`src/design/pwic_pkg.sv`:
```
// Shared types and codes for the PID controller block.
// Used by the sequencer, the datapath and the top level; depends on nothing.
`default_nettype none

package pwic_pkg;

    // Datapath operations, one per microcode step.
    localparam logic [3:0] OP_NOP       = 4'd0;
    localparam logic [3:0] OP_LOAD      = 4'd1;
    localparam logic [3:0] OP_INT_ADD   = 4'd2;
    localparam logic [3:0] OP_INT_CLAMP = 4'd3;
    localparam logic [3:0] OP_P_LOAD    = 4'd4;
    localparam logic [3:0] OP_I_ADD     = 4'd5;
    localparam logic [3:0] OP_DIV_INIT  = 4'd6;
    localparam logic [3:0] OP_DIV_STEP  = 4'd7;
    localparam logic [3:0] OP_DIV_FIX   = 4'd8;
    localparam logic [3:0] OP_D_HI      = 4'd9;
    localparam logic [3:0] OP_D_MERGE   = 4'd10;
    localparam logic [3:0] OP_D_ADD     = 4'd11;
    localparam logic [3:0] OP_OUT       = 4'd12;

    // Operand pairs for the shared multiplier.
    localparam logic [2:0] MUL_NONE   = 3'd0;
    localparam logic [2:0] MUL_ERR_DT = 3'd1;
    localparam logic [2:0] MUL_KP_ERR = 3'd2;
    localparam logic [2:0] MUL_KI_INT = 3'd3;
    localparam logic [2:0] MUL_KD_HI  = 3'd4;
    localparam logic [2:0] MUL_KD_LO  = 3'd5;

    // Branch conditions.
    localparam logic [2:0] COND_NEXT     = 3'd0;
    localparam logic [2:0] COND_ALWAYS   = 3'd1;
    localparam logic [2:0] COND_NO_INPUT = 3'd2;
    localparam logic [2:0] COND_CNT_NZ   = 3'd3;
    localparam logic [2:0] COND_OUT_BUSY = 3'd4;

    // Configuration register indexes.
    localparam logic [7:0] CFG_KP_GAIN        = 8'd0;
    localparam logic [7:0] CFG_KI_GAIN        = 8'd1;
    localparam logic [7:0] CFG_KD_GAIN        = 8'd2;
    localparam logic [7:0] CFG_INTEGRAL_LIMIT = 8'd3;

    localparam logic signed [15:0] KP_RESET    = 16'sd256;
    localparam logic [30:0]        LIMIT_RESET = 31'd167772160;

    // Quotient bits of the derivative division: |diff| < 2^16, shifted by 20.
    localparam int DIV_BITS = 36;

    typedef struct packed {
        logic [3:0] op;
        logic [2:0] mul;
        logic [2:0] cond;
        logic [3:0] target;
    } pwic_ctrl_t;

    typedef struct packed {
        logic in_valid;
        logic out_busy;
        logic cnt_nz;
    } pwic_status_t;

endpackage

`default_nettype wire

```
`src/design/pwic_sequencer.sv`:
```
// Microcode sequencer: step counter, program ROM and branch logic.
// Depends on pwic_pkg for the control word layout and codes.
`default_nettype none

module pwic_sequencer (
    input  wire logic                  aclk,
    input  wire logic                  aresetn,
    input  wire pwic_pkg::pwic_status_t status,
    output pwic_pkg::pwic_ctrl_t       ctrl
);
    import pwic_pkg::*;

    logic [3:0] pc_reg;
    logic [3:0] pc_next;
    logic       take_jump;

    function automatic pwic_ctrl_t ucode(input logic [3:0] addr);
        pwic_ctrl_t w;
        w = '{op: OP_NOP, mul: MUL_NONE, cond: COND_NEXT, target: 4'd0};
        case (addr)
            4'd0:  w = '{op: OP_LOAD,      mul: MUL_NONE,   cond: COND_NO_INPUT, target: 4'd0};
            4'd1:  w = '{op: OP_NOP,       mul: MUL_ERR_DT, cond: COND_NEXT,     target: 4'd0};
            4'd2:  w = '{op: OP_INT_ADD,   mul: MUL_KP_ERR, cond: COND_NEXT,     target: 4'd0};
            4'd3:  w = '{op: OP_INT_CLAMP, mul: MUL_NONE,   cond: COND_NEXT,     target: 4'd0};
            4'd4:  w = '{op: OP_P_LOAD,    mul: MUL_KI_INT, cond: COND_NEXT,     target: 4'd0};
            4'd5:  w = '{op: OP_I_ADD,     mul: MUL_NONE,   cond: COND_NEXT,     target: 4'd0};
            4'd6:  w = '{op: OP_DIV_INIT,  mul: MUL_NONE,   cond: COND_NEXT,     target: 4'd0};
            4'd7:  w = '{op: OP_DIV_STEP,  mul: MUL_NONE,   cond: COND_CNT_NZ,   target: 4'd7};
            4'd8:  w = '{op: OP_DIV_FIX,   mul: MUL_NONE,   cond: COND_NEXT,     target: 4'd0};
            4'd9:  w = '{op: OP_NOP,       mul: MUL_KD_HI,  cond: COND_NEXT,     target: 4'd0};
            4'd10: w = '{op: OP_D_HI,      mul: MUL_KD_LO,  cond: COND_NEXT,     target: 4'd0};
            4'd11: w = '{op: OP_D_MERGE,   mul: MUL_NONE,   cond: COND_NEXT,     target: 4'd0};
            4'd12: w = '{op: OP_D_ADD,     mul: MUL_NONE,   cond: COND_NEXT,     target: 4'd0};
            4'd13: w = '{op: OP_NOP,       mul: MUL_NONE,   cond: COND_OUT_BUSY, target: 4'd13};
            4'd14: w = '{op: OP_OUT,       mul: MUL_NONE,   cond: COND_ALWAYS,   target: 4'd0};
            default: w = '{op: OP_NOP,     mul: MUL_NONE,   cond: COND_ALWAYS,   target: 4'd0};
        endcase
        return w;
    endfunction

    assign ctrl = ucode(pc_reg);

    always_comb begin
        case (ctrl.cond)
            COND_NEXT:     take_jump = 1'b0;
            COND_ALWAYS:   take_jump = 1'b1;
            COND_NO_INPUT: take_jump = !status.in_valid;
            COND_CNT_NZ:   take_jump = status.cnt_nz;
            COND_OUT_BUSY: take_jump = status.out_busy;
            default:       take_jump = 1'b1;
        endcase
        pc_next = take_jump ? ctrl.target : pc_reg + 4'd1;
    end

    always_ff @(posedge aclk) begin
        if (!aresetn) begin
            pc_reg <= 4'd0;
        end else begin
            pc_reg <= pc_next;
        end
    end

endmodule

`default_nettype wire

```
`src/design/pwic_datapath.sv`:
```
// Datapath of the PID controller: gain registers, shared multiplier, integral,
// restoring divider for the derivative, accumulator and output register.
// Depends on pwic_pkg; driven by the control word from pwic_sequencer.
`default_nettype none

module pwic_datapath (
    input  wire logic                 aclk,
    input  wire logic                 aresetn,
    input  wire pwic_pkg::pwic_ctrl_t ctrl,
    input  wire logic                 in_valid,
    input  wire logic signed [15:0]   error_value,
    input  wire logic [15:0]          time_step,
    input  wire logic                 cfg_write,
    input  wire logic [7:0]           cfg_index,
    input  wire logic [31:0]          cfg_data,
    input  wire logic                 m_tready,
    output logic                      m_tvalid,
    output logic [31:0]               drive_value,
    output logic                      output_saturated,
    output logic                      cnt_nz
);
    import pwic_pkg::*;

    logic signed [15:0] kp_reg;
    logic signed [15:0] ki_reg;
    logic signed [15:0] kd_reg;
    logic [30:0]        limit_reg;

    logic signed [31:0] integral_reg;
    logic signed [15:0] prev_reg;

    logic signed [15:0] err_reg;
    logic [15:0]        dt_reg;
    logic signed [16:0] diff_reg;
    logic signed [32:0] acc_reg;
    logic signed [49:0] prod_reg;
    logic signed [47:0] sum_reg;
    logic [35:0]        qn_reg;
    logic [15:0]        rem_reg;
    logic               neg_reg;
    logic [5:0]         cnt_reg;
    logic signed [36:0] deriv_reg;
    logic signed [52:0] dtmp_reg;

    logic               out_valid_reg;
    logic [31:0]        out_data_reg;
    logic               out_sat_reg;

    logic signed [32:0] mul_a;
    logic signed [16:0] mul_b;
    logic signed [49:0] prod_next;

    logic signed [32:0] acc_next;
    logic signed [32:0] lim_pos;
    logic signed [32:0] lim_neg;
    logic signed [31:0] integral_next;

    logic signed [16:0] diff_next;
    logic [15:0]        diff_mag;
    logic [16:0]        rem_shift;
    logic               quot_bit;
    logic [15:0]        rem_next;
    logic [36:0]        quot_mag;
    logic signed [36:0] deriv_next;

    logic signed [47:0] p_term;
    logic signed [47:0] i_term;
    logic signed [47:0] d_term;
    logic signed [52:0] prod_ext;
    logic               sat_next;
    logic [31:0]        drive_next;

    // Operand selection for the one shared 33 x 17 multiplier.
    always_comb begin
        mul_a = '0;
        mul_b = '0;
        case (ctrl.mul)
            MUL_ERR_DT: begin
                mul_a = {{17{err_reg[15]}}, err_reg};
                mul_b = {1'b0, dt_reg};
            end
            MUL_KP_ERR: begin
                mul_a = {{17{err_reg[15]}}, err_reg};
                mul_b = {kp_reg[15], kp_reg};
            end
            MUL_KI_INT: begin
                mul_a = {integral_reg[31], integral_reg};
                mul_b = {ki_reg[15], ki_reg};
            end
            MUL_KD_HI: begin
                mul_a = {{15{deriv_reg[36]}}, deriv_reg[36:19]};
                mul_b = {kd_reg[15], kd_reg};
            end
            MUL_KD_LO: begin
                mul_a = {14'd0, deriv_reg[18:0]};
                mul_b = {kd_reg[15], kd_reg};
            end
            default: begin
                mul_a = '0;
                mul_b = '0;
            end
        endcase
    end

    assign prod_next = mul_a * mul_b;

    // Integral: add floor(err * dt / 16), then clamp to the configured bound.
    assign acc_next = {integral_reg[31], integral_reg} + {{4{prod_reg[32]}}, prod_reg[32:4]};
    assign lim_pos  = {2'b00, limit_reg};
    assign lim_neg  = -lim_pos;

    always_comb begin
        if (acc_reg > lim_pos) begin
            integral_next = lim_pos[31:0];
        end else if (acc_reg < lim_neg) begin
            integral_next = lim_neg[31:0];
        end else begin
            integral_next = acc_reg[31:0];
        end
    end

    // Derivative: divide |diff| * 2^20 by dt one quotient bit per step, then
    // restore the sign so the quotient truncates toward zero.
    assign diff_next = {error_value[15], error_value} - {prev_reg[15], prev_reg};
    assign diff_mag  = diff_reg[16] ? 16'(-diff_reg) : diff_reg[15:0];
    assign rem_shift = {rem_reg, qn_reg[35]};
    assign quot_bit  = rem_shift >= {1'b0, dt_reg};
    assign rem_next  = quot_bit ? 16'(rem_shift - {1'b0, dt_reg}) : rem_shift[15:0];
    assign quot_mag  = {1'b0, qn_reg};

    always_comb begin
        if (dt_reg == 16'd0) begin
            deriv_next = '0;
        end else if (neg_reg) begin
            deriv_next = -$signed(quot_mag);
        end else begin
            deriv_next = $signed(quot_mag);
        end
    end

    // Terms of the drive sum, each floored to Q16.16.
    assign p_term   = {{2{prod_reg[49]}}, prod_reg[49:4]};
    assign i_term   = {{14{prod_reg[49]}}, prod_reg[49:16]};
    assign d_term   = {{3{dtmp_reg[52]}}, dtmp_reg[52:8]};
    assign prod_ext = {{3{prod_reg[49]}}, prod_reg};

    assign sat_next   = !((&sum_reg[47:31]) || !(|sum_reg[47:31]));
    assign drive_next = sat_next ? (sum_reg[47] ? 32'h8000_0000 : 32'h7FFF_FFFF)
                                 : sum_reg[31:0];

    assign cnt_nz = cnt_reg != 6'd0;

    // Configuration and controller state.
    always_ff @(posedge aclk) begin
        if (!aresetn) begin
            kp_reg       <= KP_RESET;
            ki_reg       <= '0;
            kd_reg       <= '0;
            limit_reg    <= LIMIT_RESET;
            integral_reg <= '0;
            prev_reg     <= '0;
        end else begin
            if (cfg_write) begin
                case (cfg_index)
                    CFG_KP_GAIN:        kp_reg    <= cfg_data[15:0];
                    CFG_KI_GAIN:        ki_reg    <= cfg_data[15:0];
                    CFG_KD_GAIN:        kd_reg    <= cfg_data[15:0];
                    CFG_INTEGRAL_LIMIT: limit_reg <= cfg_data[30:0];
                    default: ;
                endcase
            end
            if (ctrl.op == OP_LOAD && in_valid) begin
                prev_reg <= error_value;
            end
            if (ctrl.op == OP_INT_CLAMP) begin
                integral_reg <= integral_next;
            end
        end
    end

    // Working registers of one request.
    always_ff @(posedge aclk) begin
        if (ctrl.mul != MUL_NONE) begin
            prod_reg <= prod_next;
        end
        case (ctrl.op)
            OP_LOAD: begin
                if (in_valid) begin
                    err_reg  <= error_value;
                    dt_reg   <= time_step;
                    diff_reg <= diff_next;
                end
            end
            OP_INT_ADD:  acc_reg <= acc_next;
            OP_P_LOAD:   sum_reg <= p_term;
            OP_I_ADD:    sum_reg <= sum_reg + i_term;
            OP_DIV_INIT: begin
                qn_reg  <= {diff_mag, 20'd0};
                rem_reg <= '0;
                neg_reg <= diff_reg[16];
                cnt_reg <= 6'(DIV_BITS - 1);
            end
            OP_DIV_STEP: begin
                qn_reg  <= {qn_reg[34:0], quot_bit};
                rem_reg <= rem_next;
                cnt_reg <= cnt_reg - 6'd1;
            end
            OP_DIV_FIX:  deriv_reg <= deriv_next;
            OP_D_HI:     dtmp_reg  <= prod_ext;
            OP_D_MERGE:  dtmp_reg  <= {dtmp_reg[33:0], 19'd0} + prod_ext;
            OP_D_ADD:    sum_reg   <= sum_reg + d_term;
            default: ;
        endcase
    end

    // Output register: holds a finished result until the receiver takes it.
    always_ff @(posedge aclk) begin
        if (!aresetn) begin
            out_valid_reg <= 1'b0;
        end else if (ctrl.op == OP_OUT) begin
            out_valid_reg <= 1'b1;
        end else if (m_tready) begin
            out_valid_reg <= 1'b0;
        end
    end

    always_ff @(posedge aclk) begin
        if (ctrl.op == OP_OUT) begin
            out_data_reg <= drive_next;
            out_sat_reg  <= sat_next;
        end
    end

    assign m_tvalid         = out_valid_reg;
    assign drive_value      = out_data_reg;
    assign output_saturated = out_sat_reg;

endmodule

`default_nettype wire

```
`src/design/pid_with_integral_clamp.sv`:
```
// PID controller with a clamped integral, one controller step per request.
// The s_ channel takes one request: s_tdata[15:0] is the signed Q4.12 error,
// s_tdata[31:16] the unsigned Q0.16 time step. The m_ channel returns one
// result per request: m_tdata is the Q16.16 drive, m_tuser is high when the
// drive sum was clipped to 32 bits. Gains and the integral bound are written
// on the cfg_ channel (index 0 kp, 1 ki, 2 kd, 3 limit); the user must write
// them only while idle, which the block itself does not enforce. cfg_ready is
// high whenever reset is released and unknown indexes are dropped. The work
// of a request is the restoring divider of the derivative term, 36 one-bit
// steps, plus 14 microcode steps around the single shared multiplier.
// s_tready is high only in the idle step, so one request is worked on at a time.
// The result sits in an output register, so the next request is accepted
// while it waits; if the receiver still stalls when the next result is
// ready, the sequencer holds in place until m_tready is seen.
// aresetn is synchronous and active low: it restores the gain defaults,
// clears the integral and the previous error, and drops m_tvalid.
// Depends on pwic_pkg, pwic_sequencer and pwic_datapath.
`default_nettype none

module pid_with_integral_clamp (
    input  wire logic        aclk,
    input  wire logic        aresetn,
    input  wire logic        s_tvalid,
    output logic             s_tready,
    input  wire logic [31:0] s_tdata,   // [15:0] error_value, [31:16] time_step
    output logic             m_tvalid,
    input  wire logic        m_tready,
    output logic [31:0]      m_tdata,   // [31:0] drive_value
    output logic             m_tuser,   // [0] output_saturated
    input  wire logic        cfg_valid,
    output logic             cfg_ready,
    input  wire logic [7:0]  cfg_index,
    input  wire logic [31:0] cfg_data
);
    import pwic_pkg::*;

    pwic_ctrl_t   ctrl;
    pwic_status_t status;
    logic         cnt_nz;

    assign status = '{in_valid: s_tvalid, out_busy: m_tvalid && !m_tready, cnt_nz: cnt_nz};
    assign s_tready  = aresetn && (ctrl.op == OP_LOAD);
    assign cfg_ready = aresetn;

    pwic_sequencer u_seq (
        .aclk    (aclk),
        .aresetn (aresetn),
        .status  (status),
        .ctrl    (ctrl)
    );

    pwic_datapath u_dp (
        .aclk             (aclk),
        .aresetn          (aresetn),
        .ctrl             (ctrl),
        .in_valid         (s_tvalid),
        .error_value      (s_tdata[15:0]),
        .time_step        (s_tdata[31:16]),
        .cfg_write        (cfg_valid),
        .cfg_index        (cfg_index),
        .cfg_data         (cfg_data),
        .m_tready         (m_tready),
        .m_tvalid         (m_tvalid),
        .drive_value      (m_tdata),
        .output_saturated (m_tuser),
        .cnt_nz           (cnt_nz)
    );

endmodule

`default_nettype wire

```
`config.mk`:
```
export PLATFORM = sky130hd
export DESIGN_NAME = pid_with_integral_clamp
export DESIGN_NICKNAME = d
export VERILOG_FILES = /design/src/design/pwic_pkg.sv /design/src/design/pwic_sequencer.sv /design/src/design/pwic_datapath.sv /design/src/design/pid_with_integral_clamp.sv
export SDC_FILE = /design/constraint.sdc
export NUM_CORES = 2
export LEC_CHECK = 0
export BUFFER_PORTS_ARGS = -buffer_cell sky130_fd_sc_hd__buf_2
export CAP_MARGIN = 20
export CORE_MARGIN = 2
export CORE_UTILIZATION = 38
export CTS_BUF_LIST = sky130_fd_sc_hd__clkbuf_8 sky130_fd_sc_hd__clkbuf_16
export CTS_CLUSTER_DIAMETER = 80
export DETAILED_ROUTE_END_ITERATION = 6
export PLACE_DENSITY = 0.5
export SLEW_MARGIN = 20
export SYNTH_ARGS = -nofsm -noshare
export SYNTH_HDL_FRONTEND = slang
export SYNTH_HIERARCHICAL = 1
export SYNTH_SLANG_ARGS = --single-unit
export TNS_END_PERCENT = 5
```
`constraint.sdc`:
```
create_clock -name aclk -period 26.4 [get_ports aclk]
set_input_delay 2.64 -clock aclk [delete_from_list [all_inputs] [get_ports aclk]]
set_output_delay 2.64 -clock aclk [all_outputs]
set_load 0.05 [all_outputs]
```
==> metrics.md <==
| Metric | Value |
|---|---|
| Reported leakage power | `approximately 25 nW` |
| Drt first pass iters | `5` |
| Post_cts resized | `0` |
| Mapped Avg Cell Area | `roughly 9.3 um2` |
| Worst reg2reg path depth | `24` |
| Critical path type | `register to register` |
| Setup TNS | `0 ns` |
| Layout cells sized above 1 | `under 10%` |
| Relative slew slack | `27.78%` |
| HP Class | `register to register` |
| RD Place Congestion | `around 0.9` |
| CTS root buf | `clkbuf_16` |
| Core area | `0.1292 mm2` |
| R2R Path Start | `u_seq/ctrl[7]$_DFF_P_` |
| Detailed Place HPWL | `about 110000 um` |
| Skew-Pair Late Insertion Delay | `~0.7 ns` |
| Initial antenna violation count | `3` |
| # IOs | `~110` |
| Vias in the first global route | `~38000` |
| Synth warn | `6` |
| Worst min-delay path startpoint | `u_dp/prod_reg[1]$_DFFE_PP_` |
| Count of final setup violators | `0` |
| Via density | `approximately 5.3` |
| Antenna cells | `0` |
| Hold Fails Final Rpt | `0` |
| TritonCTS clock tree | `done` |
| Max Clock Skew | `between 0.06 and 0.07 ns` |
| Port Buffers | `111` |
| Initial Util | `a little under two fifths` |
| Status | `finished, final reports clean` |
| Most frequent cells in the layout | `713 x inv_1, 647 x nand2_1, 554 x nor2_1` |
| Max-slew violation count | `0` |
| Row count | `around 130` |
| Chip Height | `~360 um` |
| Post-route clock period utilization | `36.47%` |
| Syn_nets | `roughly 6200` |
| Slew @ Worst Pin | `1.083 ns` |
| Post-CTS setup repair buffer count | `0` |
| Max reg flops | `53` |
| CTS Hold Bufs | `0` |
| Hold EP | `u_dp/dtmp_reg[1]$_DFFE_PP_` |
| Vias after detailed routing | `about 37000` |
| Reg2reg end | `u_dp/prod_reg[49]$_DFFE_PP_` |
| Worst R2R Setup Slack | `around 17 ns` |
| Hold path cells | `0` |
| Arrival @ worst endpoint | `10.04 ns` |
| Pwr/cell area | `approximately 100 mW/mm2` |
| Total track usage | `roughly 22%` |
| Setup slack at placement | `between 15 and 20 ns` |
| Area grow syn2layout | `9.686%` |
| Commonest non-fill, non-tap cell in the layout | `inv_1` |
| Global-route wire length before repair | `about 230000 um` |
| Total grt overflow | `0` |
| Largest net degree at the start of global routing | `just under 70` |
| Number of fill cells | `12840` |
| # Max-Cap Violations | `0` |
| Crit path launch type | `register` |
| Synthesized cell area | `roughly 0.049 mm2` |
| Routed wire per std cell | `20.50 um` |
| Fmax | `just over 0.1 GHz` |
| Clk pin slew, worst setup/hold paths | `about 0.060 ns` |
| Starting DRT DRC Count | `between 2000 and 2500` |
| Final #Nets | `between 6000 and 7000` |
| RSZ-0062 raised after global routing | `false` |
| Clock Sinks | `between 500 and 600` |
| PnR worst setup slack | `around 17 ns` |
| Fin crit period | `between 9 and 10 ns` |
| Worst Path Required | `about 27 ns` |
| Synth Instances | `between 5000 and 6000` |
| Critical path fanouts, max | `35` |
| Total routed wirelength | `between 100000 and 150000 um` |
| CTS Buf Count | `60` |
| Remaining DRCs | `0` |
| Die area | `about 0.13 mm2` |
| Horiz. Die Dim | `around 360 um` |
| CTS max path bufs | `3` |
| H-tree level count | `2` |
| Antenna viol nets, final | `0` |
| CP Capture Type | `register` |
| Peak VDD IR | `approximately 64 uV` |
[through the flow]
step	util [%]	hold slack [ns]	cells	cell area [um2]	total power, mW
after floorplan	-	0.4003	5286	49290	3.516
after global placement	40.25	0.4007	6996	51990	4.516
after detailed placement	40.26	0.4052	6997	52000	4.536
after CTS	41.84	0.4203	7111	54030	5.410
after global routing	41.86	0.4375	7114	54070	5.861
final	41.86	0.4183	7114	54070	5.385
[area by class of cell]
cell class | instances | area (um2) | area share (%)
Sequential cell | 506 | 13760 | 25.44
Inverter | 707 | 2654 | 4.908
Tap cell | 1742 | 2180 | 4.031
Timing Repair Buffer | 180 | 1081 | 1.999
Clock buffer | 65 | 1570 | 2.904
Clock inverter | 49 | 459.2 | 0.8493
Multi-Input combinational cell | 3865 | 32370 | 59.87
[routing by layer]
metal / global-route usage [%] / up-vias / wire [um]
met5: 0 / - / 0
met4: 5.202 / 0 / 3216
met3: 3.525 / 151 / 8324
met2: 36.90 / 841 / 67980
met1: 30.34 / 18620 / 66320
li1: - / 17750 / -
[power breakdown]
group | switching (mW) | leakage [nW] | internal (mW)
combinational | 2.04 | 19.0 | 1.21
sequential | 0.195 | 4.57 | 1.09
clock | 0.357 | 1.01 | 0.489
[worst max-delay path by stage]
stage                                     start                     endpoint  slack, ns  depth (start not counted)
final                     u_seq/ctrl[7]$_DFF_P_  u_dp/prod_reg[49]$_DFFE_PP_      16.77                         24
after global routing      u_seq/ctrl[7]$_DFF_P_  u_dp/prod_reg[49]$_DFFE_PP_      16.19                         24
after CTS                 u_seq/ctrl[7]$_DFF_P_  u_dp/prod_reg[49]$_DFFE_PP_      16.65                         24
after detailed placement  u_seq/ctrl[7]$_DFF_P_  u_dp/prod_reg[49]$_DFFE_PP_      16.62                         24
after global placement    u_seq/ctrl[7]$_DFF_P_  u_dp/prod_reg[49]$_DFFE_PP_      16.65                         24
after floorplan           u_seq/ctrl[7]$_DFF_P_  u_dp/prod_reg[48]$_DFFE_PP_      17.96                         29
[critical path: stages, from the launching register on]
cell and delay (ns):
dfxtp_2 0.60, buf_4 0.58, and2_1 0.61, a22oi_1 0.17, o22ai_1 0.85, nand2b_1 0.21, fa_1 0.56, fa_1 0.58
fa_1 0.45, fa_1 0.55, inv_1 0.05, fa_1 0.47, inv_1 0.05, fa_1 0.47, inv_1 0.04, ha_1 0.34
and2_1 0.20, a311oi_1 0.70, nor3_1 0.14, a41oi_1 0.30, o31ai_1 0.16, o221ai_1 0.50, o21bai_1 0.27, a221oi_1 0.37
xnor2_1 0.13
Note: power is estimated with default switching activity, not from simulation.
